==> config.mk <==
export PLATFORM = sky130hd
export DESIGN_NAME = sample_statistics_min_max_mean_std
export DESIGN_NICKNAME = d
export VERILOG_FILES = /design/src/rtl/sstat_pkg.sv /design/src/rtl/sstat_alu.sv /design/src/rtl/sstat_accum.sv /design/src/rtl/sstat_seq.sv /design/src/rtl/sample_statistics_min_max_mean_std.sv
export SDC_FILE = /design/constraint.sdc
export NUM_CORES = 2
export LEC_CHECK = 0
export BUFFER_PORTS_ARGS = -buffer_cell sky130_fd_sc_hd__buf_2
export CAP_MARGIN = 20
export CELL_PAD_IN_SITES_DETAIL_PLACEMENT = 1
export CELL_PAD_IN_SITES_GLOBAL_PLACEMENT = 1
export CORE_ASPECT_RATIO = 1.5
export CORE_UTILIZATION = 50
export DETAILED_ROUTE_END_ITERATION = 7
export GPL_ROUTABILITY_DRIVEN = 0
export PLACE_DENSITY_LB_ADDON = 0.12
export SYNTH_ARGS = -nofsm -noshare
export SYNTH_HDL_FRONTEND = slang
export SYNTH_SLANG_ARGS = --single-unit
==> constraint.sdc <==
create_clock -name clk -period 9 [get_ports clk]
set_clock_uncertainty 0.05 [all_clocks]
set_input_delay 1.8 -clock clk [delete_from_list [all_inputs] [get_ports clk]]
set_output_delay 1.8 -clock clk [all_outputs]
set_load 0.01 [all_outputs]
==> src/rtl/sstat_pkg.sv <==
package sstat_pkg;

  // Saturation point of the sample counter
  localparam logic [16:0] MAX_SAMPLES = 17'd65536;

  // Width of the shared add/subtract unit
  localparam int ALU_W = 64;

  typedef struct packed {
    logic [15:0] sample;
    logic        last;
  } sstat_in_t;

  typedef struct packed {
    logic [16:0] sample_count;
    logic [15:0] minimum;
    logic [15:0] maximum;
    logic [23:0] mean_q8;
    logic [23:0] std_q8;
    logic        single_sample;
  } sstat_out_t;

  // Accumulator contents handed to the sequencer at the end of a run
  typedef struct packed {
    logic        start;
    logic [16:0] count;
    logic [15:0] min;
    logic [15:0] max;
    logic [31:0] sum;
    logic [47:0] sumsq;
  } sstat_snap_t;

endpackage

==> src/rtl/sstat_alu.sv <==
module sstat_alu (
  input  logic [sstat_pkg::ALU_W-1:0] a,
  input  logic [sstat_pkg::ALU_W-1:0] b,
  input  logic                        sub,
  output logic [sstat_pkg::ALU_W-1:0] res,
  output logic                        carry
);
  import sstat_pkg::*;

  logic [ALU_W-1:0] b_inv;

  // On subtract, carry high means a >= b
  always_comb begin
    b_inv        = b ^ {ALU_W{sub}};
    {carry, res} = {1'b0, a} + {1'b0, b_inv} + {{ALU_W{1'b0}}, sub};
  end

endmodule

==> src/rtl/sstat_accum.sv <==
module sstat_accum (
  input  logic                   clk,
  input  logic                   rst_n,
  input  logic                   in_valid,
  output logic                   in_stall,
  input  sstat_pkg::sstat_in_t   in_data,
  input  logic                   seq_busy,
  output sstat_pkg::sstat_snap_t snap
);
  import sstat_pkg::*;

  sstat_in_t   s0_r;
  logic        v0_r;
  logic [31:0] sq_r;
  logic        vsq_r;
  logic        last1_r;
  logic        last2_r;
  logic [16:0] count_r;
  logic [15:0] min_r;
  logic [15:0] max_r;
  logic [31:0] sum_r;
  logic [47:0] sumsq_r;
  logic        accept;
  logic        keep;

  // Hold off new transactions from the end of a run until the result is computed
  assign in_stall = seq_busy | (v0_r & s0_r.last) | last1_r | last2_r;

  always_comb begin
    accept = in_valid & ~in_stall;
    keep   = v0_r && (count_r < MAX_SAMPLES);
  end

  always_ff @(posedge clk) begin
    if (accept) begin
      s0_r <= in_data;
    end
    if (v0_r) begin
      sq_r <= 32'(s0_r.sample) * 32'(s0_r.sample);
    end
  end

  always_ff @(posedge clk) begin
    if (!rst_n) begin
      v0_r    <= 1'b0;
      vsq_r   <= 1'b0;
      last1_r <= 1'b0;
      last2_r <= 1'b0;
      count_r <= '0;
      min_r   <= '1;
      max_r   <= '0;
      sum_r   <= '0;
      sumsq_r <= '0;
    end else begin
      v0_r    <= accept;
      vsq_r   <= keep;
      last1_r <= v0_r & s0_r.last;
      last2_r <= last1_r;
      if (last2_r) begin
        // Run handed over: return to the empty state
        count_r <= '0;
        min_r   <= '1;
        max_r   <= '0;
        sum_r   <= '0;
        sumsq_r <= '0;
      end else begin
        if (keep) begin
          count_r <= count_r + 17'd1;
          sum_r   <= sum_r + 32'(s0_r.sample);
          if (s0_r.sample < min_r) begin
            min_r <= s0_r.sample;
          end
          if (s0_r.sample > max_r) begin
            max_r <= s0_r.sample;
          end
        end
        if (vsq_r) begin
          sumsq_r <= sumsq_r + 48'(sq_r);
        end
      end
    end
  end

  always_comb begin
    snap.start = last2_r;
    snap.count = count_r;
    snap.min   = min_r;
    snap.max   = max_r;
    snap.sum   = sum_r;
    snap.sumsq = sumsq_r;
  end

endmodule

==> src/rtl/sstat_seq.sv <==
module sstat_seq (
  input  logic                   clk,
  input  logic                   rst_n,
  input  sstat_pkg::sstat_snap_t snap,
  output logic                   seq_busy,
  output logic                   res_valid,
  input  logic                   res_stall,
  output sstat_pkg::sstat_out_t  res_data
);
  import sstat_pkg::*;

  typedef enum logic [7:0] {
    ST_IDLE = 8'b0000_0001,
    ST_MEAN = 8'b0000_0010,
    ST_DEN  = 8'b0000_0100,
    ST_NSQ  = 8'b0000_1000,
    ST_SSQ  = 8'b0001_0000,
    ST_VDIV = 8'b0010_0000,
    ST_SQRT = 8'b0100_0000,
    ST_DONE = 8'b1000_0000
  } state_t;

  state_t      state_r, state_nxt;
  logic [6:0]  cnt_r, cnt_nxt;
  logic [16:0] n_r, n_nxt;
  logic [15:0] min_r, min_nxt;
  logic [15:0] max_r, max_nxt;
  logic [31:0] sum_r, sum_nxt;
  logic [47:0] sumsq_r, sumsq_nxt;
  logic [63:0] acc_r, acc_nxt;
  logic [63:0] mcand_r, mcand_nxt;
  logic [31:0] mplier_r, mplier_nxt;
  logic [31:0] dvs_r, dvs_nxt;
  logic [33:0] rem_r, rem_nxt;
  logic [63:0] dvd_r, dvd_nxt;
  logic [47:0] quo_r, quo_nxt;
  logic [23:0] mean_r, mean_nxt;
  logic [23:0] std_r, std_nxt;
  logic        single_r, single_nxt;
  logic        out_valid_r, out_valid_nxt;
  sstat_out_t  out_data_r, out_data_nxt;

  logic [ALU_W-1:0] alu_a, alu_b, alu_res;
  logic             alu_sub, alu_carry;
  logic [33:0]      div_trial;
  logic [33:0]      sq_trial;
  logic [25:0]      sq_test;
  logic             last_iter;

  sstat_alu u_alu (
    .a     (alu_a),
    .b     (alu_b),
    .sub   (alu_sub),
    .res   (alu_res),
    .carry (alu_carry)
  );

  assign seq_busy  = (state_r != ST_IDLE);
  assign res_valid = out_valid_r;
  assign res_data  = out_data_r;

  always_comb begin
    div_trial = {rem_r[32:0], dvd_r[63]};
    sq_trial  = {rem_r[31:0], dvd_r[63:62]};
    sq_test   = {quo_r[23:0], 2'b01};
    last_iter = (cnt_r == 7'd1);

    unique case (state_r)
      ST_MEAN, ST_VDIV: begin
        alu_a   = 64'(div_trial);
        alu_b   = 64'(dvs_r);
        alu_sub = 1'b1;
      end
      ST_DEN: begin
        alu_a   = 64'(dvs_r);
        alu_b   = mcand_r;
        alu_sub = 1'b0;
      end
      ST_SSQ: begin
        alu_a   = acc_r;
        alu_b   = mcand_r;
        alu_sub = 1'b1;
      end
      ST_SQRT: begin
        alu_a   = 64'(sq_trial);
        alu_b   = 64'(sq_test);
        alu_sub = 1'b1;
      end
      default: begin
        alu_a   = acc_r;
        alu_b   = mcand_r;
        alu_sub = 1'b0;
      end
    endcase
  end

  always_comb begin
    state_nxt     = state_r;
    cnt_nxt       = cnt_r;
    n_nxt         = n_r;
    min_nxt       = min_r;
    max_nxt       = max_r;
    sum_nxt       = sum_r;
    sumsq_nxt     = sumsq_r;
    acc_nxt       = acc_r;
    mcand_nxt     = mcand_r;
    mplier_nxt    = mplier_r;
    dvs_nxt       = dvs_r;
    rem_nxt       = rem_r;
    dvd_nxt       = dvd_r;
    quo_nxt       = quo_r;
    mean_nxt      = mean_r;
    std_nxt       = std_r;
    single_nxt    = single_r;
    out_data_nxt  = out_data_r;
    // Drop the result once the far side takes it
    out_valid_nxt = out_valid_r & res_stall;

    unique case (state_r)
      ST_IDLE: begin
        if (snap.start) begin
          n_nxt     = snap.count;
          min_nxt   = snap.min;
          max_nxt   = snap.max;
          sum_nxt   = snap.sum;
          sumsq_nxt = snap.sumsq;
          rem_nxt   = '0;
          quo_nxt   = '0;
          dvd_nxt   = {snap.sum, 8'd0, 24'd0};
          dvs_nxt   = 32'(snap.count);
          cnt_nxt   = 7'd40;
          state_nxt = ST_MEAN;
        end
      end
      ST_MEAN, ST_VDIV: begin
        rem_nxt = alu_carry ? alu_res[33:0] : div_trial;
        quo_nxt = {quo_r[46:0], alu_carry};
        dvd_nxt = {dvd_r[62:0], 1'b0};
        cnt_nxt = cnt_r - 7'd1;
        if (last_iter) begin
          if (state_r == ST_MEAN) begin
            mean_nxt = quo_nxt[23:0];
            if (n_r < 17'd2) begin
              single_nxt = 1'b1;
              std_nxt    = '0;
              state_nxt  = ST_DONE;
            end else begin
              dvs_nxt    = '0;
              mcand_nxt  = 64'(n_r);
              mplier_nxt = 32'(n_r - 17'd1);
              cnt_nxt    = 7'd17;
              state_nxt  = ST_DEN;
            end
          end else begin
            // Radicand goes to the top of the shift register, two bits a step
            dvd_nxt   = {quo_nxt, 16'd0};
            rem_nxt   = '0;
            quo_nxt   = '0;
            cnt_nxt   = 7'd24;
            state_nxt = ST_SQRT;
          end
        end
      end
      ST_DEN, ST_NSQ, ST_SSQ: begin
        if (mplier_r[0]) begin
          if (state_r == ST_DEN) begin
            dvs_nxt = alu_res[31:0];
          end else begin
            acc_nxt = alu_res;
          end
        end
        mcand_nxt  = {mcand_r[62:0], 1'b0};
        mplier_nxt = {1'b0, mplier_r[31:1]};
        cnt_nxt    = cnt_r - 7'd1;
        if (last_iter) begin
          priority case (1'b1)
            state_r == ST_DEN: begin
              acc_nxt    = '0;
              mcand_nxt  = 64'(sumsq_r);
              mplier_nxt = 32'(n_r);
              cnt_nxt    = 7'd17;
              state_nxt  = ST_NSQ;
            end
            state_r == ST_NSQ: begin
              mcand_nxt  = 64'(sum_r);
              mplier_nxt = sum_r;
              cnt_nxt    = 7'd32;
              state_nxt  = ST_SSQ;
            end
            default: begin
              // acc now holds n*sumsq - sum^2; divide it scaled by 2^16
              dvd_nxt   = acc_nxt;
              rem_nxt   = '0;
              quo_nxt   = '0;
              cnt_nxt   = 7'd80;
              state_nxt = ST_VDIV;
            end
          endcase
        end
      end
      ST_SQRT: begin
        rem_nxt = alu_carry ? alu_res[33:0] : sq_trial;
        quo_nxt = {quo_r[46:0], alu_carry};
        dvd_nxt = {dvd_r[61:0], 2'b00};
        cnt_nxt = cnt_r - 7'd1;
        if (last_iter) begin
          std_nxt    = quo_nxt[23:0];
          single_nxt = 1'b0;
          state_nxt  = ST_DONE;
        end
      end
      ST_DONE: begin
        if (!out_valid_nxt) begin
          out_valid_nxt              = 1'b1;
          out_data_nxt.sample_count  = n_r;
          out_data_nxt.minimum       = min_r;
          out_data_nxt.maximum       = max_r;
          out_data_nxt.mean_q8       = mean_r;
          out_data_nxt.std_q8        = std_r;
          out_data_nxt.single_sample = single_r;
          state_nxt                  = ST_IDLE;
        end
      end
      default: begin
        state_nxt = ST_IDLE;
      end
    endcase
  end

  always_ff @(posedge clk) begin
    if (!rst_n) begin
      state_r     <= ST_IDLE;
      out_valid_r <= 1'b0;
    end else begin
      state_r     <= state_nxt;
      out_valid_r <= out_valid_nxt;
    end
  end

  always_ff @(posedge clk) begin
    cnt_r      <= cnt_nxt;
    n_r        <= n_nxt;
    min_r      <= min_nxt;
    max_r      <= max_nxt;
    sum_r      <= sum_nxt;
    sumsq_r    <= sumsq_nxt;
    acc_r      <= acc_nxt;
    mcand_r    <= mcand_nxt;
    mplier_r   <= mplier_nxt;
    dvs_r      <= dvs_nxt;
    rem_r      <= rem_nxt;
    dvd_r      <= dvd_nxt;
    quo_r      <= quo_nxt;
    mean_r     <= mean_nxt;
    std_r      <= std_nxt;
    single_r   <= single_nxt;
    out_data_r <= out_data_nxt;
  end

endmodule

==> src/rtl/sample_statistics_min_max_mean_std.sv <==
// Samples that do not end a run are taken one per cycle.
// A sample with last set is followed by a stall while it passes the accumulator pipeline,
// then the shared 64-bit adder runs 40 mean-division steps (all a one-sample run needs),
// else also 66 multiply, 80 deviation-division and 24 square-root steps.
// The result sits in an output register; samples of the next run are taken meanwhile.
// Synchronous active-low reset empties the accumulators and drops any pending result.
module sample_statistics_min_max_mean_std (
  input  logic                  clk,
  input  logic                  rst_n,
  input  logic                  in_valid,
  output logic                  in_stall,
  input  sstat_pkg::sstat_in_t  in_data,
  output logic                  out_valid,
  input  logic                  out_stall,
  output sstat_pkg::sstat_out_t out_data
);
  import sstat_pkg::*;

  sstat_snap_t snap;
  logic        seq_busy;

  sstat_accum u_accum (
    .clk      (clk),
    .rst_n    (rst_n),
    .in_valid (in_valid),
    .in_stall (in_stall),
    .in_data  (in_data),
    .seq_busy (seq_busy),
    .snap     (snap)
  );

  sstat_seq u_seq (
    .clk       (clk),
    .rst_n     (rst_n),
    .snap      (snap),
    .seq_busy  (seq_busy),
    .res_valid (out_valid),
    .res_stall (out_stall),
    .res_data  (out_data)
  );

endmodule
==> metrics.log <==
[metrics] Mapped Nets: 4911
[metrics] unrepaired setup endpoints after global routing: false
[metrics] flop2flop setup slack: 1040 ps
[metrics] transition time at the pin with the least slew margin: 1228 ps
[metrics] kind of cell adding the most delay to the critical path: adder cells
[metrics] end-of-flow core utilization: a little under three fifths
[metrics] grt ovf: 0
[metrics] clock power share: 26.0%
[metrics] average wire per standard cell: 26.83 um
[metrics] Nets: slightly below 5000
[metrics] root buffer cell: sky130_fd_sc_hd__clkbuf_16
[metrics] startpoint kind of the worst setup timing path: flop
[metrics] clock tree from TritonCTS: done
[metrics] length in cells of the worst reg-to-reg path: 26
[metrics] final worst path period need: 7958 ps
[metrics] clock insertion delay at the later pin of the skew report: 700 ps
[metrics] count of hold buffers inserted by post-cts repair: 0
[metrics] final number of hold-violating endpoints: 0
[metrics] fraction of power consumed by combinational cells: 41.0%
[metrics] Max IR drop VDD: 0.3625 mV
[metrics] hold path startpoint: u_seq.mean_r[7]
[metrics] crit path max fanout: 17
[metrics] most used standard cell by instance count after synthesis: sky130_fd_sc_hd__edfxtp_1
[metrics] power per cell area: approximately 260 mW/mm^2
[metrics] combined global-route utilization of all metal layers: about a third
[metrics] summed negative setup slack over all endpoints: 0 ps
[metrics] ratio of cells with drive above 1 in the final layout: 8.624%
[metrics] Resize count post-CTS: 0
[metrics] number of buffer and inverter stages on the critical path: 7
[metrics] area fraction in compound gates after synthesis: 14.77%
[metrics] Reg-to-Reg Start: u_accum.s0_r[11]
[metrics] CTS HTree Levels: 3
[metrics] largest net degree at the start of global routing: 72
[metrics] via count of the first global-routing pass: 38088
[metrics] run status: completed
[metrics] total length of routed wires: 156700 um
[metrics] type of the setup path with the least slack: flop to flop
[metrics] area of the multi-input gates: roughly 0.023 mm^2
[metrics] Filler Cell Count: between 10000 and 15000
[metrics] initial detailed-routing violation count: around 2600
[metrics] post-synthesis simple-gate area fraction: approximately 12%
[metrics] final clock period utilization by the worst path: between 80% and 90%
[metrics] net switching fraction of the power: 36.44%
[metrics] most frequent cells after synthesis: sky130_fd_sc_hd__edfxtp_1, sky130_fd_sc_hd__nor2_1, sky130_fd_sc_hd__nand2_1
[metrics] cell type with the largest total area after synthesis: sky130_fd_sc_hd__edfxtp_1
[metrics] number of rows created at floorplan: 138
[metrics] Slowest Stage Delay on Critical Path: ~900 ps
[metrics] die outline width: 254.6 um
[metrics] CORE AREA: 0.09462 mm^2
[metrics] multiplexer fraction of the synthesized cell area: 2.431%
[metrics] Post-CTS Setup Bufs: 0
[metrics] total setup violations reported at the end of the flow: 0
[metrics] Inserted Clock Buffers: 82
[metrics] Yosys reg bits: 809
[metrics] worst min-delay path category: flop to flop
[metrics] DR pass1 iterations: 8
[metrics] part of the total power dissipated in sequential elements: 33.0%
[metrics] instance count along the most critical hold path: 0
[metrics] most area-consuming cells after synthesis: sky130_fd_sc_hd__edfxtp_1, sky130_fd_sc_hd__fa_1, sky130_fd_sc_hd__ha_1, sky130_fd_sc_hd__dfxtp_1, sky130_fd_sc_hd__nor2_1
[metrics] Gate Count Post-Synth: 4481
[metrics] footprint of the flip-flops and latches: 0.02287 mm^2
[metrics] slowest stage cell, crit path: sky130_fd_sc_hd__edfxtp_1
[metrics] via count of the routed design: 35960
[metrics] dominant combinational cell family by area after synthesis: compound AO/OA/AOI/OAI gates
[metrics] via density per instance: 6.156
[metrics] DRC Markers: 0
[metrics] end of the worst hold path: u_seq.res_data[32]
[metrics] power spent charging and discharging nets: slightly above 5 mW
[metrics] number of antenna violations at the first check in global routing: 5
[metrics] most frequently used flop master after synthesis: sky130_fd_sc_hd__edfxtp_1
[metrics] maximum frequency from static timing analysis: 125.7 MHz
[metrics] FFs w/ async S/R, synth: 0%
[metrics] TritonCTS Sinks: about 810
[metrics] post-synthesis share of cell area spent on full adders, half adders and majority gates: 13.26%
[metrics] Total Die Area: 0.09699 mm^2
[metrics] Worst Setup End Kind: flop
[metrics] share of the synthesized area in the top cell type: 41.85%
[metrics] number of synthesis warnings: 0
[metrics] Port Buffer Count: between 100 and 150
[metrics] half-perimeter wire length after placement: 115900 um
[metrics] count of maximum capacitance violations: 0
[metrics] share of the synthesized netlist area taken by xor and xnor gates: 4.666%
[metrics] CTS clk-pin slew, worst paths: 70 ps
[metrics] number of synthesized flops with an enable pin: approximately 670
[metrics] Static Leak: 21.49 nW
[metrics] share of synthesized area occupied by flip-flops and latches: 47.79%
[metrics] residual antenna-violating net count after detailed routing: 0
[metrics] endpoint of the worst register-to-register path: u_accum.sq_r[31]
[metrics] Avg Synthesized Cell Area: 10.68 um^2
[metrics] wire length of the first global-routing pass: 235800 um
[metrics] required time at the endpoint of the critical path: 9390 ps
[metrics] deepest clock path buffer count: 3
[metrics] IO Pins: 121
[metrics] post-synthesis cell type count: just under 90
[metrics] effective utilization at floorplan: 50.58%
[metrics] Slew HR: roughly 17%
[metrics] post-synth design cell area: 0.04786 mm^2
[metrics] area added between synthesis and finish: 9.944%
[metrics] vertical die dimension: 380.9 um
[metrics] cell seen most often among critical-path stages: sky130_fd_sc_hd__inv_1
[metrics] Max Transition Viols Final: 0
[metrics] Cell Int Power: around 8.8 mW
[metrics] arrival time at the worst endpoint: ~8400 ps
## routing by layer
layer	GRT usage, %	share of wire, %	vias up
met5	0	0	-
met4	23.00	7.8	0
met3	3.929	4.7	422
met2	58.75	52	1127
met1	35.02	35	18194
li1	-	-	16217
## logic make-up (layout without fill, tap and decap cells)
logic type                 after synthesis  count (layout)
and+or+nand+nor                       1257            1257
other                                    0               1
muxes                                  115             115
adders and majority gates              409             409
buffers and inverters                  599             698
xor gates and xnor gates               255             255
AOI/OAI and AO/OA                     1037            1037
DFF                                    809             809
## metrics by stage
stage	area (um^2)	hold slack, ps	total power, mW	instances	setup slack [ps]
2_1_floorplan	47860	350.3	8.631	4481	1932
3_3_place_gp	49810	350.8	10.16	5685	1270
3_5_place_dp	49810	355.6	10.34	5685	1128
4_1_cts	52580	368.5	13.95	5838	1107
5_1_grt	52620	376.3	14.61	5840	692.2
6_report	52620	368.8	13.84	5841	1042
## layout make-up
| cell class | instances | share of cell area [%] |
|---|---|---|
| Multi-Input combinational cell | 3073 | 43.49 |
| Clock buffer | 103 | 4.125 |
| Tap cell | 1260 | 2.996 |
| Sequential cell | 809 | 43.47 |
| Inverter | 352 | 2.520 |
| Clock inverter | 50 | 1.141 |
| Antenna cell | 1 | 0.004755 |
| Timing Repair Buffer | 193 | 2.252 |
## power by group through the flow
stage          Combinational (mW)  Clock (mW)  Sequential, mW
6_report                     5.67        3.60            4.57
5_1_grt                      6.27        3.76            4.58
4_1_cts                      5.74        3.64            4.57
3_5_place_dp                 5.69           0            4.65
3_3_place_gp                 5.52           0            4.64
2_1_floorplan                4.05           0            4.58
## cells in the final DEF (no fill, tap or decap), types with 125 or more instances in the layout
cell,netlist,routed
sky130_fd_sc_hd__a21oi_1,253,252
sky130_fd_sc_hd__and2_1,162,159
sky130_fd_sc_hd__dfxtp_1,142,141
sky130_fd_sc_hd__edfxtp_1,667,667
sky130_fd_sc_hd__fa_1,164,164
sky130_fd_sc_hd__ha_1,245,245
sky130_fd_sc_hd__inv_1,349,348
sky130_fd_sc_hd__nand2_1,370,368
sky130_fd_sc_hd__nor2_1,395,387
sky130_fd_sc_hd__o21ai_0,167,167
sky130_fd_sc_hd__xnor2_1,130,130
sky130_fd_sc_hd__xor2_1,125,125
## worst max path at each step
stage	from	to	depth (start not counted)
6_report	u_accum.s0_r[11]	u_accum.sq_r[31]	26
5_1_grt	u_accum.s0_r[11]	u_accum.sq_r[31]	24
4_1_cts	u_accum.s0_r[7]	u_accum.sq_r[28]	25
3_5_place_dp	u_accum.s0_r[11]	u_accum.sq_r[31]	24
3_3_place_gp	u_accum.s0_r[11]	u_accum.sq_r[31]	22
2_1_floorplan	u_accum.s0_r[5]	u_accum.sq_r[31]	24
## sequential cells by signal, indices dropped and copies added, names as in the netlist, 17 cells and up
register         count
u_seq.sum_r         32
u_seq.rem_r         33
u_accum.count_r     17
u_seq.res_data      98
u_seq.mcand_r       64
u_accum.s0_r        17
u_seq.mplier_r      32
u_seq.dvs_r         32
u_accum.sq_r        31
u_seq.mean_r        24
u_accum.sumsq_r     48
u_seq.dvd_r         64
u_seq.sumsq_r       48
u_seq.quo_r         47
u_seq.std_r         24
u_seq.acc_r         64
u_seq.n_r           17
u_accum.sum_r       32
Power figures use the tool's default switching activity.
